--- config.mk ---
export PLATFORM = sky130hd
export DESIGN_NAME = mts_cell
export DESIGN_NICKNAME = d
export VERILOG_FILES = /design/src/hw/rtl/mts_pkg.sv /design/src/hw/rtl/mts_cell.sv
export SDC_FILE = /design/constraint.sdc
export NUM_CORES = 1
export LEC_CHECK = 0
export BUFFER_PORTS_ARGS = -buffer_cell sky130_fd_sc_hd__buf_2
export CAP_MARGIN = 20
export CORE_ASPECT_RATIO = 1.2
export CORE_UTILIZATION = 42
export DETAILED_ROUTE_END_ITERATION = 10
export PLACE_DENSITY = 0.81
export SETUP_SLACK_MARGIN = 0.02
export SLEW_MARGIN = 5
export SYNTH_ARGS = -nofsm -noshare
export SYNTH_HDL_FRONTEND = slang
export SYNTH_SLANG_ARGS = --single-unit
--- constraint.sdc ---
create_clock -name clk_i -period 3.1 [get_ports clk_i]
set_input_delay 0.31 -clock clk_i [delete_from_list [all_inputs] [get_ports clk_i]]
set_output_delay 0.31 -clock clk_i [all_outputs]
set_load 0.01 [all_outputs]
--- src/hw/rtl/mts_pkg.sv ---
`timescale 1ns / 1ps

package mts_pkg;

  localparam int unsigned Depth = 64;
  localparam int unsigned Width = 32;
  localparam int unsigned LvlW  = 7;

  typedef enum logic [1:0] {
    MODE_PUSH  = 2'd0,
    MODE_POP   = 2'd1,
    MODE_QUERY = 2'd2
  } mode_e;

  typedef struct packed {
    logic [1:0]              mode;
    logic signed [Width-1:0] value;
  } cmd_t;

  typedef struct packed {
    logic signed [Width-1:0] top_value;
    logic signed [Width-1:0] min_value;
    logic [LvlW-1:0]         count;
    logic                    is_empty;
    logic                    op_error;
  } res_t;

  typedef struct packed {
    logic push;
    logic pop;
  } cell_ctl_t;

endpackage

--- src/hw/rtl/mts_cell.sv ---
`timescale 1ns / 1ps

module mts_cell (
  input  logic                             clk_i,
  input  mts_pkg::cell_ctl_t               ctl_i,
  input  logic signed [mts_pkg::Width-1:0] up_word_i,
  input  logic signed [mts_pkg::Width-1:0] up_min_i,
  input  logic signed [mts_pkg::Width-1:0] dn_word_i,
  input  logic signed [mts_pkg::Width-1:0] dn_min_i,
  output logic signed [mts_pkg::Width-1:0] word_o,
  output logic signed [mts_pkg::Width-1:0] min_o
);

  logic signed [mts_pkg::Width-1:0] word_q, word_d;
  logic signed [mts_pkg::Width-1:0] min_q, min_d;

  always_comb begin
    word_d = word_q;
    min_d  = min_q;
    if (ctl_i.push) begin
      word_d = up_word_i;
      min_d  = up_min_i;
    end else if (ctl_i.pop) begin
      word_d = dn_word_i;
      min_d  = dn_min_i;
    end
  end

  always_ff @(posedge clk_i) begin
    word_q <= word_d;
    min_q  <= min_d;
  end

  assign word_o = word_q;
  assign min_o  = min_q;

endmodule

# Yosys cells after proc, flatten, opt, wreduce, memory -nomap -nowiden
# Cells that the tools add are included.
# word_totals
ff_bits	64
output_inout_bits	64
input_bits	131
elab_cells	7
# classes
muxes	4
n_reduce_logical	1
# ops
op	count
$mux 32	4
$reduce_bool 2->1	1

# Depth between registers and ports, before layout
# Gate-level depths: netlist of the first run.
# logic_depth
word_depth	2
ltp_mapped	3
ltp_nobuf	1

# Least setup slack after synthesis of the first run
# Ideal clock, no wire load.
# synth_path
path_kind	in2reg
from	in ctl_i[1] (netlist bit)
to	reg min_q (netlist bit min_o[0]), enable pin
path_buffers	2
slack_ns	0.616
t_required_ns	2.674
arrival_time_ns	2.059
setup_ns	0.426
path_stages	3
cell_sequence	buf_6 -> buf_6 -> or2_1
# synth_between
elab_chain_len	1
# synth_lines
item	line	rtl
from (decl)	mts_cell.sv:5	input mts_pkg::cell_ctl_t ctl_i,
$reduce_bool 2->1 (no line)	--	
to (signal assigned)	mts_cell.sv:31	min_q <= min_d;
to (decl)	mts_cell.sv:15	logic signed [mts_pkg::Width-1:0] min_q, min_d;
# Every way passes these cells.
# A chain may end at the register's enable or synchronous reset.

# Final worst setup path of the first run
# layout_path
from	in ctl_i[1] (netlist bit)
to	reg word_q (netlist bit word_o[12]), enable pin
# layout_between
elab_chain_len	1
# layout_lines
item	line	rtl
$reduce_bool 2->1 (no line)	--	
to (signal assigned)	mts_cell.sv:30	word_q <= word_d;
to (decl)	mts_cell.sv:14	logic signed [mts_pkg::Width-1:0] word_q, word_d;
# Every way passes these cells.

==> results of run 1 <==
-- cells in the final DEF, fill, tap and decap left out, drive strengths merged --
cell type / Yosys / final
clkinv: 0 / 4
mux2: 64 / 64
or2: 1 / 1
buf: 7 / 197
edfxtp: 64 / 64
clkbuf: 0 / 10
clkinvlp: 0 / 1
-- per-layer routing --
layer | share of wire (%) | track usage (%)
met1 | 37 | 21.30
met2 | 52 | 36.43
met3 | 7.9 | 4.976
met4 | 3.2 | 12.04
met5 | 0 | 0
-- cell families after synthesis --
family	count (synthesis)	synth area share, %
muxes	64	31.14
DFF	64	66.15
buffers and inverters	7	2.498
and+or+nand+nor	1	0.2155
-- worst max-delay path by stage --
stage                         from          to  slack (ps)  cells past startpoint
final                     ctl_i[1]  word_o[12]        1740                      3
after global routing      ctl_i[1]  word_o[25]        1640                      3
after CTS                 ctl_i[1]   word_o[3]        1730                      3
after detailed placement  ctl_i[1]   word_o[0]        1370                      3
after global placement    ctl_i[1]   word_o[0]        1420                      3
after floorplan           ctl_i[1]    min_o[0]         620                      3
-- power breakdown --
part,switching (mW),total [mW],internal [mW]
logic,0.167,0.378,0.210
clock network,0.291,0.568,0.277
registers,0.0237,1.09,1.06
-- sequential cells by signal, indices dropped and copies added, names as in the netlist --
register	flops
min_o	32
word_o	32
-- final cells by class --
cell class	instances	area, sq um	share of cell area, %
clock buffers	10	127.6	3.113
clock inverters	5	25.02	0.6103
multi-input cells	65	910.9	22.22
flip-flops and latches	64	1922	46.87
well taps	85	106.4	2.594
repair buffers	197	1008	24.60
-- per-stage QoR --
stage | utilization [%] | area [sq um] | worst slack, ps
detailed placement | 60.12 | 3948 | 1367
global route | 62.44 | 4100 | 1641
floorplan | - | 2905 | 615.6
CTS | 62.44 | 4100 | 1733
global placement | 60.12 | 3948 | 1421
finish | 62.44 | 4100 | 1738
==> impl_metrics.env, run 1 <==
export IMPL_crit_path_end_kind="register"
export IMPL_gp_congestion=0.7975
export IMPL_synth_top_area_share_pct=66.15
export IMPL_postCtsResizedCells=0
export IMPL_synth_area_sq_mm=0.002905
export IMPL_min_period_ps=1362
export IMPL_cp_arrival_ps=1380
export IMPL_rsz0062_at_grt="false"
export IMPL_critPathTopFamily="buffers and inverters"
export IMPL_slew_viol_final=0
export IMPL_ys_types=6
export IMPL_grt_usage_pct=20.24
export IMPL_fin_setup_tns_ps=0
export IMPL_antenna_cells=0
export IMPL_yosysTopAreaCell="edfxtp_1"
export IMPL_die_width_microns=77.93
export IMPL_fmax_mhz=734.4
export IMPL_rows=32
export IMPL_maxCapViolations=0
export IMPL_critPathKind="in -> reg"
export IMPL_worstPathCellList="buf_4 > or2_2 > buf_12"
export IMPL_startpoint_type="input port"
export IMPL_leakagePower_nw=1.976
export IMPL_fin_crit_sh_pct=43.93
export IMPL_tightest_slew_ps=556.4
export IMPL_cts_hold_buf=0
export IMPL_synth_net_count=267
export IMPL_synthTopCellsByArea="edfxtp_1 66%, mux2_4 25%, mux2_2 5.8%"
export IMPL_p_per_area_mw_per_mm2=495.6
export IMPL_synth_cells=136
export IMPL_slew_limit_headroom_pct=62.91
export IMPL_cts_root_buf="clkbuf_8"
export IMPL_cts_sinks=64
export IMPL_ys_top_cells_by_count="64 x edfxtp_1, 49 x mux2_4, 15 x mux2_2"
export IMPL_synth_edf_count=64
export IMPL_synthFlopType="edfxtp_1"
export IMPL_grt_max_degree=42
export IMPL_whs_endpoint="word_o[9]"
export IMPL_io_buffers=194
export IMPL_viasPerCell=4.657
export IMPL_clkSlewWorstSetupHoldPaths_ps=70
export IMPL_dp_hpwl_mm=5.378
export IMPL_seq_area_frac_synth_pct=66.15
export IMPL_dr_first_iter_drc_count=136
export IMPL_antenna_found_initial=0
export IMPL_cpMaxStageDelayCell="or2_2"
export IMPL_whs_ps=272.8
export IMPL_min_path_cells=2
export IMPL_num_vias=1984
export IMPL_power_mw=2.032
export IMPL_path_max_fanout=41
export IMPL_synth_area_per_cell_sq_um=21.36
export IMPL_wl_per_cell_microns=16.18
export IMPL_yosys_warnings=0
export IMPL_cts_buffers=9
export IMPL_cts_tree="done"
export IMPL_drive_gt1_share_pct=80.35
export IMPL_clk_path_buf_depth=2
export IMPL_cts_setup_buffers=0
export IMPL_core_sq_mm=0.006566
export IMPL_drt_antenna_violating_nets=0
export IMPL_hold_path_class="in -> reg"
export IMPL_placed_cells=411
export IMPL_final_cells=426
export IMPL_io_pins=195
export IMPL_async_flop_share_pct=0
export IMPL_irDropWorstVdd_mv=0.3244
export IMPL_ys_seq_elements=64
export IMPL_drc_errors=0
export IMPL_overflow=0
export IMPL_path_buf_inv=2
export IMPL_drt_total_wl_mm=6.894
export IMPL_status="finished, final reports clean"
export IMPL_synth_most_common_cell="edfxtp_1"
export IMPL_cts_max_level=3
export IMPL_die_area_sq_mm=0.007256
export IMPL_setup_violations=0
export IMPL_fillers=515
export IMPL_final_nets=468
export IMPL_die_h_microns=93.11
export IMPL_grt_pass1_wl_mm=10.49
export IMPL_hold_path_startpoint="up_word_i[9]"
export IMPL_required_ps=3120
export IMPL_grt_pass1_vias=2101
export IMPL_hold_viol=0
export IMPL_drt_pass1_iterations=4
export IMPL_start_util_pct=44.25
export IMPL_slowest_delay_ps=520
export IMPL_area_growth_syn_to_layout_pct=41.13
(Power assumes the default switching activity.)
==> run 2, diff against run 1 <==
- clock period: 3.1 -> 1.3 ns (I/O delays scaled with it)
==> run 2 against run 1 <==
Effect of this change: power grew to 2.5 times the previous value; via count is 0.96% higher; global-route usage is 1.9 points lower; count of clock-buffer cells in the layout is 1 higher; critical path type is now reg -> out; largest cell class unchanged; largest power group unchanged.
==> impl_metrics.env, run 2 (synthesized netlist as in run 1, its figures left out) <==
export IMPL_status="finished, final reports clean"
export IMPL_cts_setup_buffers=0
export IMPL_hold_path_startpoint="up_min_i[14]"
export IMPL_cts_sinks=64
export IMPL_cts_max_level=3
export IMPL_power_mw=5.096
export IMPL_slowest_delay_ps=400
export IMPL_cts_hold_buf=0
export IMPL_tightest_slew_ps=198.4
export IMPL_final_common_cell="buf_2"
export IMPL_grt_pass1_wl_mm=9.666
export IMPL_cp_startpoint="min_o[19]"
export IMPL_startpoint_type="register"
export IMPL_cp_arrival_ps=880
export IMPL_grt_pass1_vias=2086
export IMPL_io_pins=195
export IMPL_worstPathCellList="buf_2"
export IMPL_grt_max_degree=36
export IMPL_final_area_sq_mm=0.004204
export IMPL_drt_pass1_iterations=4
export IMPL_overflow=0
export IMPL_area_growth_syn_to_layout_pct=44.70
export IMPL_viasPerCell=4.637
export IMPL_irDropWorstVdd_mv=0.6094
export IMPL_cpMaxStageDelayCell="edfxtp_1"
export IMPL_hold_viol=0
export IMPL_clkSlewWorstSetupHoldPaths_ps=70
export IMPL_fillers=517
export IMPL_io_buffers=194
export IMPL_wl_per_cell_microns=15.50
export IMPL_required_ps=1170
export IMPL_critPathTopFamily="flip-flops"
export IMPL_clk_path_buf_depth=2
export IMPL_fmax_mhz=991.0
export IMPL_fin_setup_tns_ps=0
export IMPL_postCtsResizedCells=0
export IMPL_hold_path_class="in -> reg"
export IMPL_dr_first_iter_drc_count=28
export IMPL_whs_ps=100.3
export IMPL_postPlaceCellArea_sq_mm=0.004025
export IMPL_die_width_microns=77.93
export IMPL_slew_viol_final=0
export IMPL_placed_cells=416
export IMPL_leakagePower_nw=2.031
export IMPL_dp_hpwl_mm=5.206
export IMPL_rsz0062_at_grt="false"
export IMPL_core_sq_mm=0.006566
export IMPL_rows=32
export IMPL_min_period_ps=1009
export IMPL_start_util_pct=44.25
export IMPL_antenna_cells=0
export IMPL_cts_buffers=9
export IMPL_drt_antenna_violating_nets=0
export IMPL_slew_limit_headroom_pct=86.77
export IMPL_num_vias=2003
export IMPL_final_cells=432
export IMPL_p_per_area_mw_per_mm2=1212
export IMPL_crit_path_end_kind="primary output"
export IMPL_setup_violations=0
export IMPL_critPathKind="reg -> out"
export IMPL_cts_root_buf="clkbuf_8"
export IMPL_drive_gt1_share_pct=80.40
export IMPL_die_area_sq_mm=0.007256
export IMPL_fin_crit_sh_pct=77.62
export IMPL_antenna_found_initial=0
export IMPL_maxCapViolations=0
export IMPL_cts_tree="done"
export IMPL_path_max_fanout=1
export IMPL_drc_errors=0
export IMPL_gp_congestion=0.7453
export IMPL_die_h_microns=93.11
export IMPL_drt_total_wl_mm=6.694
export IMPL_path_buf_inv=1
export IMPL_final_cell_mix="193 x buf_2, 64 x edfxtp_1, 49 x mux2_4, 15 x mux2_2, 9 x clkbuf_8"
export IMPL_final_nets=473
export IMPL_grt_usage_pct=18.33
[run 2: changes by cell type in the layout (fill, tap and decap cells not counted), sizes merged]
cell / before / now
bufinv: 0 / 1
buf: 197 / 202
clkinvlp: 1 / 0
clkbuf: 10 / 11
[run 2: metal layers]
layer  wire (microns)  GRT usage, %  part of all wire [%]
met5                0             0                     0
met4              144         9.105                   2.2
met3              494         4.390                   7.4
met2             3492         33.19                    52
met1             2563         19.95                    38
[run 2: path summary, 6_finish.rpt]
path                   endpoint  slack (ps)  cells after the start
worst min-delay path  min_o[14]         100                      2
worst max-delay path  min_o[19]         290                      1
[run 2: where the power goes]
group | switching (mW) | internal (mW) | leakage, nW
combinational | 0.406 | 0.524 | 1.29
clock | 0.713 | 0.868 | 0.0922
sequential | 0.0527 | 2.53 | 0.652
total | 1.17 | 3.92 | 2.03
[run 2: area by class of cell]
type	instances	area (sq um)	share of cell area (%)
repair buffers	202	1084	25.77
flip-flops and latches	64	1922	45.71
clock buffers	11	131.4	3.125
multi-input cells	65	913.4	21.73
clock inverters	5	47.55	1.131
well taps	85	106.4	2.530
[run 2: stage by stage]
step	setup slack, ps	utilization [%]
floorplan	4.042	-
CTS	280.5	64.02
detailed placement	133.5	61.30
global route	260.2	64.02
finish	290.9	64.02
global placement	156.6	61.30
