===== src/hw/rtl/mts_pkg.sv =====
`timescale 1ns / 1ps

package mts_pkg;

  localparam int unsigned Depth = 64;
  localparam int unsigned Width = 32;
  localparam int unsigned LvlW  = 7;

  typedef enum logic [1:0] {
    MODE_PUSH  = 2'd0,
    MODE_POP   = 2'd1,
    MODE_QUERY = 2'd2
  } mode_e;

  typedef struct packed {
    logic [1:0]              mode;
    logic signed [Width-1:0] value;
  } cmd_t;

  typedef struct packed {
    logic signed [Width-1:0] top_value;
    logic signed [Width-1:0] min_value;
    logic [LvlW-1:0]         count;
    logic                    is_empty;
    logic                    op_error;
  } res_t;

  typedef struct packed {
    logic push;
    logic pop;
  } cell_ctl_t;

endpackage


===== src/hw/rtl/mts_ctrl.sv =====
`timescale 1ns / 1ps

module mts_ctrl (
  input  logic                             clk_i,
  input  logic                             rst_ni,
  input  logic                             start_i,
  input  mts_pkg::cmd_t                    cmd_i,
  input  logic signed [mts_pkg::Width-1:0] top_word_i,
  input  logic signed [mts_pkg::Width-1:0] top_min_i,
  output mts_pkg::cell_ctl_t               ctl_o,
  output logic signed [mts_pkg::Width-1:0] new_min_o,
  output logic                             res_valid_o,
  output mts_pkg::res_t                    res_o
);

  logic [mts_pkg::LvlW-1:0] level_q, level_d;
  logic                     valid_q, valid_d;
  logic                     err_q, err_d;
  logic                     full, empty;

  assign full  = (level_q == mts_pkg::LvlW'(mts_pkg::Depth));
  assign empty = (level_q == '0);

  always_comb begin
    ctl_o   = '0;
    err_d   = 1'b0;
    level_d = level_q;
    valid_d = start_i;
    if (start_i) begin
      case (cmd_i.mode)
        mts_pkg::MODE_PUSH: begin
          if (full) begin
            err_d = 1'b1;
          end else begin
            ctl_o.push = 1'b1;
            level_d    = level_q + 1'b1;
          end
        end
        mts_pkg::MODE_POP: begin
          if (empty) begin
            err_d = 1'b1;
          end else begin
            ctl_o.pop = 1'b1;
            level_d   = level_q - 1'b1;
          end
        end
        default: begin
        end
      endcase
    end
  end

  // keep the running minimum below unless the new word is smaller
  assign new_min_o = (!empty && !(cmd_i.value < top_min_i)) ? top_min_i : cmd_i.value;

  always_ff @(posedge clk_i or negedge rst_ni) begin
    if (!rst_ni) begin
      level_q <= '0;
      valid_q <= 1'b0;
      err_q   <= 1'b0;
    end else begin
      level_q <= level_d;
      valid_q <= valid_d;
      err_q   <= err_d;
    end
  end

  assign res_valid_o     = valid_q;
  assign res_o.top_value = empty ? '0 : top_word_i;
  assign res_o.min_value = empty ? '0 : top_min_i;
  assign res_o.count     = level_q;
  assign res_o.is_empty  = empty;
  assign res_o.op_error  = err_q;

endmodule

===== config.mk =====
export PLATFORM = sky130hd
export DESIGN_NAME = mts_ctrl
export DESIGN_NICKNAME = d
export VERILOG_FILES = /design/src/hw/rtl/mts_pkg.sv /design/src/hw/rtl/mts_ctrl.sv
export SDC_FILE = /design/constraint.sdc
export NUM_CORES = 1
export LEC_CHECK = 0
export BUFFER_PORTS_ARGS = -buffer_cell sky130_fd_sc_hd__buf_2
export CORE_ASPECT_RATIO = 1.25
export CORE_UTILIZATION = 49
export CTS_BUF_LIST = sky130_fd_sc_hd__clkbuf_8
export CTS_CLUSTER_DIAMETER = 120
export DETAILED_ROUTE_END_ITERATION = 10
export PLACE_DENSITY = 0.9
export SLEW_MARGIN = 10
export SYNTH_ARGS = -nofsm -noshare
export SYNTH_HDL_FRONTEND = slang
export SYNTH_SLANG_ARGS = --single-unit

===== constraint.sdc =====
create_clock -name clk_i -period 5.6 [get_ports clk_i]
set_clock_uncertainty 0.2 [all_clocks]
set_input_delay 0.84 -clock clk_i [delete_from_list [all_inputs] [get_ports clk_i]]
set_output_delay 0.84 -clock clk_i [all_outputs]
set_load 0.02 [all_outputs]

; ---- Yosys cells after proc, flatten, opt, wreduce, memory -nomap -nowiden
; Cells that the tools add are included.
[totals]
word_cells = 32
reg_bits = 9
input_bits = 101
out_inout_bits = 108
[classes]
n_reduce_logical = 7
addsub = 2
muxes = 15
n_eq_ne = 4
order_cmp = 1
[ops]
columns = cell, n
row1 = 32-bit two-way mux, 3
row2 = 32-bit < comparator, 1
row3 = 7-bit two-way mux, 2
row4 = 7-bit one-hot mux with 2 select lines, 1
row5 = "7-bit by 1-bit adder with 7-bit output, second input constant", 1
row6 = "7-bit equality test, second input constant", 1
row7 = 7-bit logical NOT, 1
row8 = 1-bit two-way mux, 7
row9 = "7-bit by 1-bit subtractor with 7-bit output, second input constant", 1
row10 = "2-bit inequality test, second input constant", 2
row11 = 4-bit AND reduction, 1
row12 = "2-bit by 1-bit equality test with 1-bit output, second input constant", 1
row13 = 1-bit logical NOT, 2
row14 = 2-bit logical NOT, 1
row15 = 2-bit two-way mux, 1
row16 = 1-bit one-hot mux with 2 select lines, 1
row17 = 2-bit nonzero test, 1
row18 = 1-bit logical AND, 1

; ---- Longest topological paths before layout
; Gate-level depths: netlist of the first run.
[logic_depth]
word_depth = 4
mapped_depth = 10
ltp_nobuf = 10

; ---- Worst setup path after synthesis of the first run
; OpenSTA, ideal clock, no wires.
[synth_timing]
path_kind = input-to-output
start = in top_min_i[31] (netlist name)
end = out new_min_o[25] (netlist name)
arrival_ps = 2605
stages = 10
path_buffers = 2
slack_ps = 1955
t_required_ps = 4560
cell_sequence = inv_1 ha_1 nand4_1 nor3_2 o2bb2ai_1 nor4_4 buf_4 buf_6 a41oi_1 nand4b_1
[synth_via]
elab_chain_cells = 4
[synth_lines]
columns = element, line_no
row1 = from (decl), mts_ctrl.sv:9  ; input logic signed [mts_pkg::Width-1:0] top_min_i,
row2 = 32-bit < comparator, mts_ctrl.sv:54  ; assign new_min_o = (!empty && !(cmd_i.value < top_min_i)) ? top_min_i : cmd_i.value;
row3 = 1-bit logical NOT, mts_ctrl.sv:54
row4 = 1-bit logical AND, mts_ctrl.sv:54
row5 = 32-bit two-way mux, mts_ctrl.sv:54
row6 = to (decl), mts_ctrl.sv:11  ; output logic signed [mts_pkg::Width-1:0] new_min_o,
; No other way between the ends.

; ---- Worst setup path in the final report of the first run
[layout_timing]
start = in top_min_i[31] (netlist name)
end = out new_min_o[2] (netlist name)
; Same word-level chain as after synthesis.

==> impl_metrics.csv, run 1 <==
group,metric,value,unit
grt,antenna_found_initial,0,
placement,gpl.final_weighted_congestion,0.818,
pwr,power.ir.vdd_worst,0.346,mV
clocking,clk_latency,230,ps
floorplanning,design.die.area,0.00733,mm^2
sta,final.min_clock_period,4670,ps
pwr,clockPowerShare,7.4,%
synthesis,postSynth.topFlopCell,"dfrtp_1",
layout,layout.cells.non_filler,789,
floorplanning,pin_count,209,
sta,rsz0062_at_grt,"false",
floorplanning,die_h,95.5,um
floorplanning,initial_core_util,51.6,%
synthesis,synth_top_cells_by_count,"75 x nand2_1, 67 x nor2_1, 47 x a21oi_1",
synthesis,ys_types,42,
pwr,pwr-share-comb,80.0,%
sta,setup_viol,0,
synthesis,synthesis.area,0.00343,mm^2
clocking,cts_sinks,9,
routing,drt_pre_antenna_iters,5,
synthesis,postSynthNetCount,671,
pwr,power.switching,0.576,mW
grt,global_route_wire_length_before_repair,18.1,mm
placement,portBuffers,208,
grt,groute.layer.met1.usage,37.0,%
run,maxCapViolCount,0,
worst_setup_path,critPathRequiredTime,4560,ps
clocking,cts_tree,"built",
sta,drv_slew,0,
layout,drive_gt1_share,33.3,%
synthesis,synth_top_area_cell,"ha_1",
synthesis,seq_area_frac_synth,6.57,%
pwr,report.power.total,1.01,mW
sta,setup_tns,0,ps
clocking,maximum_clock_insertion_buffer_count,2,
synthesis,netlist_instances,533,
pwr,power.leakage,2.25,nW
status,outcome,"completed",
grt,grt_max_degree,97,
hold_path,worst_hold_path_type,"input pin to async pin",
routing,wl_per_cell,15.2,um
clocking,clock-root-buffer,"clkbuf_8",
clocking,ctsResizeCount,0,
clocking,hold_buffers,0,
pwr,cell_internal_pwr,0.437,mW
layout,fill_cells,577,
placement,estimated_wirelength_of_the_detail_placed_design,8.72,mm
sta,final_hold_viol_count,0,
synthesis,synth-edff-count,0,
synthesis,synth_area_per_cell,6.43,um^2
pwr,netSwitchingFraction,56.8,%
floorplanning,placement_rows,33,
clocking,cts_setup_buffers,0,
pwr,seq_power_share,12.6,%
pwr,p_per_area,228,mW/mm^2
synthesis,asyncSetResetFlopFracSynth,100,%
worst_setup_path,setup.worst_path.start_class,"input pin",
routing,detailroute.via_count,4748,
grt,gr-usage-met3,3.44,%
synthesis,yosysMostFrequentCell,"nand2_1",
synthesis,netlist_top_cells_area,"ha_1 13%, nand2_1 8.2%, nand4b_1 8.2%",
worst_setup_path,critical_path_peak_fanout,79,
layout,nets,841,
routing,initialDrtViolationCount,327,
clocking,cts_made_buffers,3,
synthesis,synth-warning-count,0,
layout,antenna-diode-count,0,
placement,post-place-cells,785,
grt,grt-busiest-layer,"met2",
clocking,cts_clock_pin_slew_for_the_worst_setup_and_hold_paths,50,ps
grt,grt_pass1_vias,4027,
grt,global_route.usage.total,29.3,%
layout,areaGrowthSynthToFinish,29.6,%
worst_setup_path,end_kind,"primary output",
floorplanning,floorplan.die.width,76.8,um
synthesis,ys_seq_elements,9,
worst_setup_path,critical_path_class,"input pin to primary output",
synthesis,synth_largest_type_area_fraction,13.1,%
sta,fin_crit_sh,83.5,%
floorplanning,fp.coreArea,0.00665,mm^2
routing,drt_drc_violations_left,0,
worst_setup_path,critPathArrivalTime,3630,ps
sta,achievable-frequency,0.214,GHz
sta,max_slew.worst_pin.slew,1120,ps
grt,use_met2,53.3,%
routing,drt.antenna.violating_nets,0,
grt,grt.overflow.total,0,
routing,drt-total-wl,12.0,mm
sta,slew_headroom,24.9,%
routing,routed_via_density,6.02,
clocking,cts-htree-levels,1,
[layout make-up]
cell class / count / area [um^2] / area share [%]
inverter: 39 / 146 / 3.29
clock buffer: 3 / 41.3 / 0.929
tap: 87 / 109 / 2.45
multi-input combinational: 435 / 2810 / 63.3
sequential: 9 / 225 / 5.07
timing repair buffer: 215 / 1110 / 24.9
clock inverter: 1 / 3.75 / 0.0845
[power by group through the flow]
stage	logic [mW]	clock network [mW]	registers [mW]
global route	0.872	0.0781	0.129
global placement	0.766	0	0.122
detailed placement	0.793	0	0.125
CTS	0.803	0.0738	0.125
floorplan	0.524	0	0.150
finish	0.810	0.0753	0.128
[worst max-delay path: stages]
cell	delay [ps]
buf_2	100
inv_1	60
ha_2	710
nand4_1	240
nor3_2	330
o2bb2ai_1	210
nor4_4	60
buf_4	370
a41oi_1	370
nand4b_1	120
buf_2	170
[layer usage]
layer / vias to the layer above / routed length (um)
li1: 2255 / -
met1: 2182 / 4810
met2: 290 / 5890
met3: 21 / 1100
met4: 0 / 154
met5: - / 0
[cell usage in the layout, fill, tap and decap left out, types with 2 or more instances in the layout]
| cell type | instances |
|---|---|
| xor2_1 | 2 |
| a41oi_2 | 5 |
| nor2_1 | 67 |
| a41oi_1 | 27 |
| a21oi_1 | 47 |
| inv_1 | 38 |
| nand2b_1 | 2 |
| a21o_1 | 7 |
| o21ai_0 | 2 |
| and2_1 | 34 |
| dfrtp_1 | 9 |
| xnor2_1 | 5 |
| nand4b_1 | 32 |
| buf_2 | 208 |
| mux2_2 | 2 |
| mux2i_1 | 2 |
| ha_1 | 35 |
| nand4_1 | 38 |
| buf_4 | 6 |
| nand2_1 | 75 |
| inv_2 | 2 |
| nand3_1 | 35 |
| clkbuf_8 | 3 |
[per-stage QoR]
step / instance area [um^2] / setup WS, ps / hold slack (ps) / utilization, %
finish: 4440 / 925 / 249 / 66.8
global route: 4440 / 724 / 259 / 66.8
floorplan: 3430 / 1950 / 344 / -
global placement: 4400 / 1130 / 331 / 66.2
CTS: 4440 / 968 / 255 / 66.8
detailed placement: 4400 / 964 / 367 / 66.2
[flip-flops by register name, indices dropped and copies added (netlist names)]
name / cells
level_q: 7
res_valid_o: 1
err_q: 1
[logic make-up (layout without fill, tap and decap cells)]
logic type / count (synthesis) / in the layout / synth area share [%]
buf+inv: 89 / 258 / 11.5
mux: 4 / 4 / 1.24
fa+ha+maj: 37 / 37 / 13.7
compound gates: 98 / 98 / 21.0
flops: 9 / 9 / 6.57
simple gates: 289 / 289 / 44.2
xor+xnor: 7 / 7 / 1.79
[final timing paths]
check / start / cells after the start / to / slack [ps]
worst min-delay path: rst_ni / 1 / level_q[0] / 250
min in group clk_i: level_q[4] / 2 / level_q[4] / 390
worst max register to register: level_q[0] / 9 / level_q[6] / 3360
worst max-delay path: top_min_i[31] / 11 / new_min_o[2] / 930
max in group asynchronous: rst_ni / 1 / level_q[1] / 4770
worst min register to register: level_q[4] / 2 / level_q[4] / 390
(Power assumes the default switching activity.)
==> run 2: changes to the inputs <==
--- a/config.mk
+++ b/config.mk
@@ -7,11 +7,11 @@
 export LEC_CHECK = 0
 export BUFFER_PORTS_ARGS = -buffer_cell sky130_fd_sc_hd__buf_2
 export CORE_ASPECT_RATIO = 1.25
-export CORE_UTILIZATION = 49
+export CORE_UTILIZATION = 41
 export CTS_BUF_LIST = sky130_fd_sc_hd__clkbuf_8
 export CTS_CLUSTER_DIAMETER = 120
 export DETAILED_ROUTE_END_ITERATION = 10
-export PLACE_DENSITY = 0.9
+export PLACE_DENSITY = 0.8
 export SLEW_MARGIN = 10
 export SYNTH_ARGS = -nofsm -noshare
 export SYNTH_HDL_FRONTEND = slang
==> constraint.sdc (replaced) <==
create_clock -name clk_i -period 4.2 [get_ports clk_i]
set_clock_uncertainty 0.2 [all_clocks]
set_input_delay 0.63 -clock clk_i [delete_from_list [all_inputs] [get_ports clk_i]]
set_output_delay 0.63 -clock clk_i [all_outputs]
set_load 0.02 [all_outputs]
==> impl_metrics.csv, run 2 (synthesis results as in run 1) <==
group,metric,value,unit
clocking,clock-root-buffer,"clkbuf_8",
floorplanning,die_h,104,um
worst_setup_path,critPathLaunch,"top_min_i[23]",
clocking,cts_made_buffers,3,
pwr,p_per_area,299,mW/mm^2
layout,layout_commonest_cell,"buf_2",
routing,highest_layer,"met4",
routing,wirelength_met1,4.81,mm
clocking,cts-htree-levels,1,
floorplanning,fp.coreArea,0.00793,mm^2
worst_setup_path,endpoint,"new_min_o[14]",
hold_path,worst_hold_path_type,"input pin to async pin",
sta,setup_viol,0,
worst_setup_path,rr_endpoint,"level_q[6]",
sta,achievable-frequency,0.268,GHz
sta,setup_tns,0,ps
layout,top_library_cells_by_usage_in_the_layout_fill_and_taps_aside,"208 x buf_2, 75 x nand2_1, 67 x nor2_1, 47 x a21oi_1, 38 x nand4_1",
clocking,ctsResizeCount,0,
worst_setup_path,critPathRequiredTime,3370,ps
placement,post-place-cells,795,
sta,drv_slew,0,
routing,drt.antenna.violating_nets,0,
worst_setup_path,critPathArrivalTime,2900,ps
pwr,report.power.total,1.34,mW
grt,antenna_found_initial,0,
sta,final_hold_viol_count,0,
pwr,power.ir.vdd_worst,0.379,mV
placement,estimated_wirelength_of_the_detail_placed_design,8.62,mm
sta,slew_headroom,45.5,%
routing,routed_via_density,5.84,
layout,number_of_flip_flops_under_the_largest_register_name,7,
grt,grt_pass1_vias,4084,
clocking,cts_clock_pin_slew_for_the_worst_setup_and_hold_paths,50,ps
pwr,clockPowerShare,7.7,%
pwr,netSwitchingFraction,56.0,%
pwr,cell_internal_pwr,0.590,mW
placement,portBuffers,208,
sta,rsz0062_at_grt,"false",
routing,drt_pre_antenna_iters,5,
sta,setup_slack,469,ps
clocking,hold_buffers,0,
worst_setup_path,path_delay_family,"buffers and inverters",
status,outcome,"completed",
sta,max_slew.worst_pin.slew,814,ps
worst_setup_path,critPathSlowestCell,"buf_4",
sta,fin_crit_sh,88.8,%
layout,final_cell_area,0.00448,mm^2
worst_setup_path,critical_path_class,"input pin to primary output",
worst_setup_path,setup.worst_path.start_class,"input pin",
grt,global_route.usage.total,24.5,%
worst_setup_path,critical_path.cell_chain,"buf_2 > inv_1 > ha_1 > a41o_1 > a21oi_1 > nor3_1 > nor4_4 > buf_4 > a21oi_1 > a41oi_1 > nand4b_1 > buf_2",
placement,dpl_cell_area,0.00444,mm^2
routing,drt-total-wl,11.6,mm
sta,hold_slack,37.4,ps
routing,drt_drc_violations_left,0,
worst_setup_path,critical_path.n_buffers_inverters,4,
routing,met2RoutedLength,5.97,mm
layout,layout.cells.non_filler,799,
floorplanning,pin_count,209,
pwr,pwr-share-comb,79.9,%
layout,top_register,"level_q",
layout,layout.core_utilization,56.5,%
layout,nets,843,
floorplanning,design.die.area,0.00873,mm^2
worst_setup_path,reg2reg_slack,1990,ps
sta,final.min_clock_period,3730,ps
floorplanning,floorplan.die.width,83.8,um
clocking,cts_sinks,9,
floorplanning,placement_rows,36,
layout,fill_cells,743,
worst_setup_path,end_kind,"primary output",
floorplanning,initial_core_util,43.2,%
routing,detailroute.via_count,4665,
run,maxCapViolCount,0,
layout,drive_gt1_share,33.7,%
grt,grt_max_degree,65,
worst_setup_path,regToRegStartpoint,"level_q[0]",
clocking,cts_tree,"built",
layout,antenna-diode-count,0,
routing,wl_per_cell,14.5,um
pwr,seq_power_share,12.4,%
clocking,cts_setup_buffers,0,
routing,detailroute.wirelength.met3,708,um
grt,global_route_wire_length_before_repair,18.8,mm
worst_setup_path,critical_path_peak_fanout,42,
layout,areaGrowthSynthToFinish,30.8,%
placement,gpl.final_weighted_congestion,0.907,
worst_setup_path,worst_r2r_path_depth,9,
grt,grt.overflow.total,0,
worst_setup_path,critical-path-max-stage-delay,430,ps
clocking,clk_latency,240,ps
placement,dpl_worst_slack,470,ps
pwr,power.leakage,2.26,nW
routing,initialDrtViolationCount,274,
worst_setup_path,critical_path_cell_count,12,
clocking,maximum_clock_insertion_buffer_count,2,
pwr,power.switching,0.751,mW
==> run 2: cell types whose count changed in the layout (fill, tap and decap cells not counted) <==
| cell | change |
|---|---|
| buf_12 | +1 |
| buf_4 | +1 |
| clkinv_2 | +1 |
| inv_1 | -1 |
==> run 2: worst min path at each step <==
| stage | from | end | slack, ps | cells after the start |
|---|---|---|---|---|
| 2_1_floorplan | rst_ni | err_q | 130 | 0 |
| 3_3_place_gp | rst_ni | level_q[3] | 290 | 1 |
| 3_5_place_dp | rst_ni | res_valid_o | 290 | 1 |
| 4_1_cts | rst_ni | level_q[3] | 40 | 1 |
| 5_1_grt | rst_ni | level_q[2] | 50 | 1 |
| 6_report | rst_ni | level_q[3] | 40 | 1 |
==> run 2: area by class of cell <==
type | instances | area, um^2 | share of cell area, %
clock inverter | 1 | 5.00 | 0.112
inverter | 39 | 146 | 3.27
sequential | 9 | 225 | 5.03
tap | 95 | 119 | 2.65
multi-input combinational | 435 | 2810 | 62.7
clock buffer | 3 | 41.3 | 0.921
timing repair buffer | 217 | 1130 | 25.3
==> run 2: routing by layer <==
layer,track usage (%),vias up
li1,-,2256
met2,44.1,229
met3,1.67,15
met1,32.6,2165
met5,0,-
met4,3.15,0
==> run 2: power groups by stage <==
stage / sequential [mW] / clock (mW) / combinational [mW]
finish: 0.166 / 0.103 / 1.07
global route: 0.171 / 0.108 / 1.17
CTS: 0.166 / 0.103 / 1.07
detailed placement: 0.167 / 0 / 1.07
global placement: 0.163 / 0 / 1.03
floorplan: 0.200 / 0 / 0.699
==> run 3: changes to the inputs <==
--- a/config.mk
+++ b/config.mk
@@ -6,12 +6,15 @@
 export NUM_CORES = 1
 export LEC_CHECK = 0
 export BUFFER_PORTS_ARGS = -buffer_cell sky130_fd_sc_hd__buf_2
+export CELL_PAD_IN_SITES_DETAIL_PLACEMENT = 0
+export CELL_PAD_IN_SITES_GLOBAL_PLACEMENT = 1
 export CORE_ASPECT_RATIO = 1.25
-export CORE_UTILIZATION = 41
+export CORE_UTILIZATION = 27
 export CTS_BUF_LIST = sky130_fd_sc_hd__clkbuf_8
 export CTS_CLUSTER_DIAMETER = 120
 export DETAILED_ROUTE_END_ITERATION = 10
-export PLACE_DENSITY = 0.8
+export GPL_TIMING_DRIVEN = 0
+export PLACE_DENSITY_LB_ADDON = 0.1
 export SLEW_MARGIN = 10
 export SYNTH_ARGS = -nofsm -noshare
 export SYNTH_HDL_FRONTEND = slang
==> impl_metrics.csv, run 3 (synthesis results as in run 1) <==
group,metric,value,unit
status,outcome,"completed",
routing,drt_pre_antenna_iters,6,
worst_setup_path,end_kind,"primary output",
routing,drt-total-wl,15.3,mm
grt,global_route.usage.total,21.6,%
layout,final_cell_area,0.00472,mm^2
placement,dpl_worst_slack,304,ps
hold_path,worst_hold_path_type,"input pin to async pin",
pwr,p_per_area,294,mW/mm^2
sta,drv_slew,0,
worst_setup_path,critical_path_peak_fanout,10,
routing,routed_via_density,5.33,
floorplanning,die_h,128,um
clocking,cts_sinks,9,
clocking,maximum_clock_insertion_buffer_count,2,
floorplanning,fp.coreArea,0.0123,mm^2
worst_setup_path,setup.worst_path.start_class,"input pin",
layout,fill_cells,1373,
routing,detailroute.via_count,4846,
layout,layout_commonest_cell,"buf_2",
grt,grt.overflow.total,0,
pwr,pwr-share-comb,81.0,%
sta,slew_headroom,46.0,%
sta,final_hold_viol_count,0,
worst_setup_path,regToRegStartpoint,"level_q[0]",
sta,rsz0062_at_grt,"false",
clocking,cts-htree-levels,1,
worst_setup_path,critical_path_class,"input pin to primary output",
floorplanning,placement_rows,45,
worst_setup_path,worst_r2r_path_depth,9,
sta,max_slew.worst_pin.slew,806,ps
clocking,hold_buffers,0,
sta,achievable-frequency,0.257,GHz
placement,gpl.final_weighted_congestion,0.828,
sta,fin_crit_sh,92.5,%
placement,portBuffers,208,
placement,post-place-cells,905,
floorplanning,pin_count,209,
pwr,seq_power_share,11.8,%
layout,drive_gt1_share,33.8,%
pwr,clockPowerShare,7.2,%
grt,global_route_wire_length_before_repair,22.5,mm
floorplanning,initial_core_util,27.9,%
sta,final.min_clock_period,3890,ps
pwr,power.switching,0.786,mW
layout,nets,884,
floorplanning,design.die.area,0.0131,mm^2
pwr,power.leakage,2.35,nW
clocking,clock-root-buffer,"clkbuf_8",
clocking,cts_made_buffers,3,
worst_setup_path,reg2reg_slack,2100,ps
routing,drt_drc_violations_left,0,
layout,number_of_flip_flops_under_the_largest_register_name,7,
worst_setup_path,critPathArrivalTime,3060,ps
sta,setup_viol,0,
placement,estimated_wirelength_of_the_detail_placed_design,11.9,mm
routing,wl_per_cell,16.8,um
pwr,power.ir.vdd_worst,0.306,mV
grt,grt_max_degree,11,
worst_setup_path,critPathRequiredTime,3370,ps
routing,initialDrtViolationCount,274,
clocking,clk_latency,230,ps
floorplanning,floorplan.die.width,103,um
worst_setup_path,rr_endpoint,"level_q[6]",
run,maxCapViolCount,0,
pwr,cell_internal_pwr,0.602,mW
sta,setup_slack,313,ps
clocking,cts_setup_buffers,0,
layout,areaGrowthSynthToFinish,37.7,%
clocking,ctsResizeCount,0,
layout,layout.cells.non_filler,909,
layout,top_register,"level_q",
sta,setup_tns,0,ps
grt,grt_pass1_vias,4382,
layout,antenna-diode-count,0,
clocking,cts_clock_pin_slew_for_the_worst_setup_and_hold_paths,50,ps
layout,top_library_cells_by_usage_in_the_layout_fill_and_taps_aside,"228 x buf_2, 75 x nand2_1, 67 x nor2_1, 47 x a21oi_1, 39 x inv_1",
pwr,netSwitchingFraction,56.6,%
routing,drt.antenna.violating_nets,0,
placement,dpl_cell_area,0.00467,mm^2
clocking,cts_tree,"built",
grt,antenna_found_initial,0,
==> run 3: critical path: stages <==
cell and delay (ps):
buf_2 120, inv_1 70, ha_1 300, a41o_1 230, a21oi_1 150, nor3_1 100, nor4_4 410, clkbuf_1 480
a41oi_1 200, nand4b_1 170, buf_2 190
==> run 3: power by group through the flow <==
stage	sequential (mW)	clock [mW]	combinational [mW]
6_report	0.164	0.0997	1.12
5_1_grt	0.174	0.107	1.22
4_1_cts	0.166	0.104	1.13
3_5_place_dp	0.167	0	1.12
3_3_place_gp	0.165	0	1.11
2_1_floorplan	0.200	0	0.699
==> run 3: area by class of cell <==
cell class	instances	area, um^2	share of cell area [%]
Buffer	50	246	5.22
Clock buffer	3	41.3	0.875
Clock inverter	1	3.75	0.0796
Inverter	39	146	3.10
Multi-Input combinational cell	435	2810	59.5
Sequential cell	9	225	4.77
Tap cell	164	205	4.35
Timing Repair Buffer	208	1040	22.1
==> run 3: worst max path at each step <==
stage                   from            end  slack [ps]  cells past startpoint
2_1_floorplan  top_min_i[31]  new_min_o[25]         970                     10
3_3_place_gp   top_min_i[23]   new_min_o[3]         330                     11
3_5_place_dp    top_min_i[2]  new_min_o[13]         300                     11
4_1_cts         top_min_i[2]  new_min_o[13]         290                     11
5_1_grt        top_min_i[23]  new_min_o[11]         160                     11
6_report       top_min_i[23]   new_min_o[3]         310                     11
==> run 3: stage by stage <==
| step | util (%) | hold WS (ps) | total power [mW] |
|---|---|---|---|
| after floorplan | - | 134 | 0.899 |
| after global placement | 38.1 | 297 | 1.28 |
| after detailed placement | 38.1 | 302 | 1.29 |
| after CTS | 38.4 | 44.9 | 1.40 |
| after global routing | 38.4 | 50.5 | 1.50 |
| final | 38.4 | 44.0 | 1.39 |
==> run 3: metal layers <==
metal	global-route usage, %	wire [um]	vias to the layer above
met5	0	0	-
met3	1.47	790	14
met1	28.6	6680	2293
met2	38.0	7650	197
li1	-	-	2342
met4	4.23	138	0
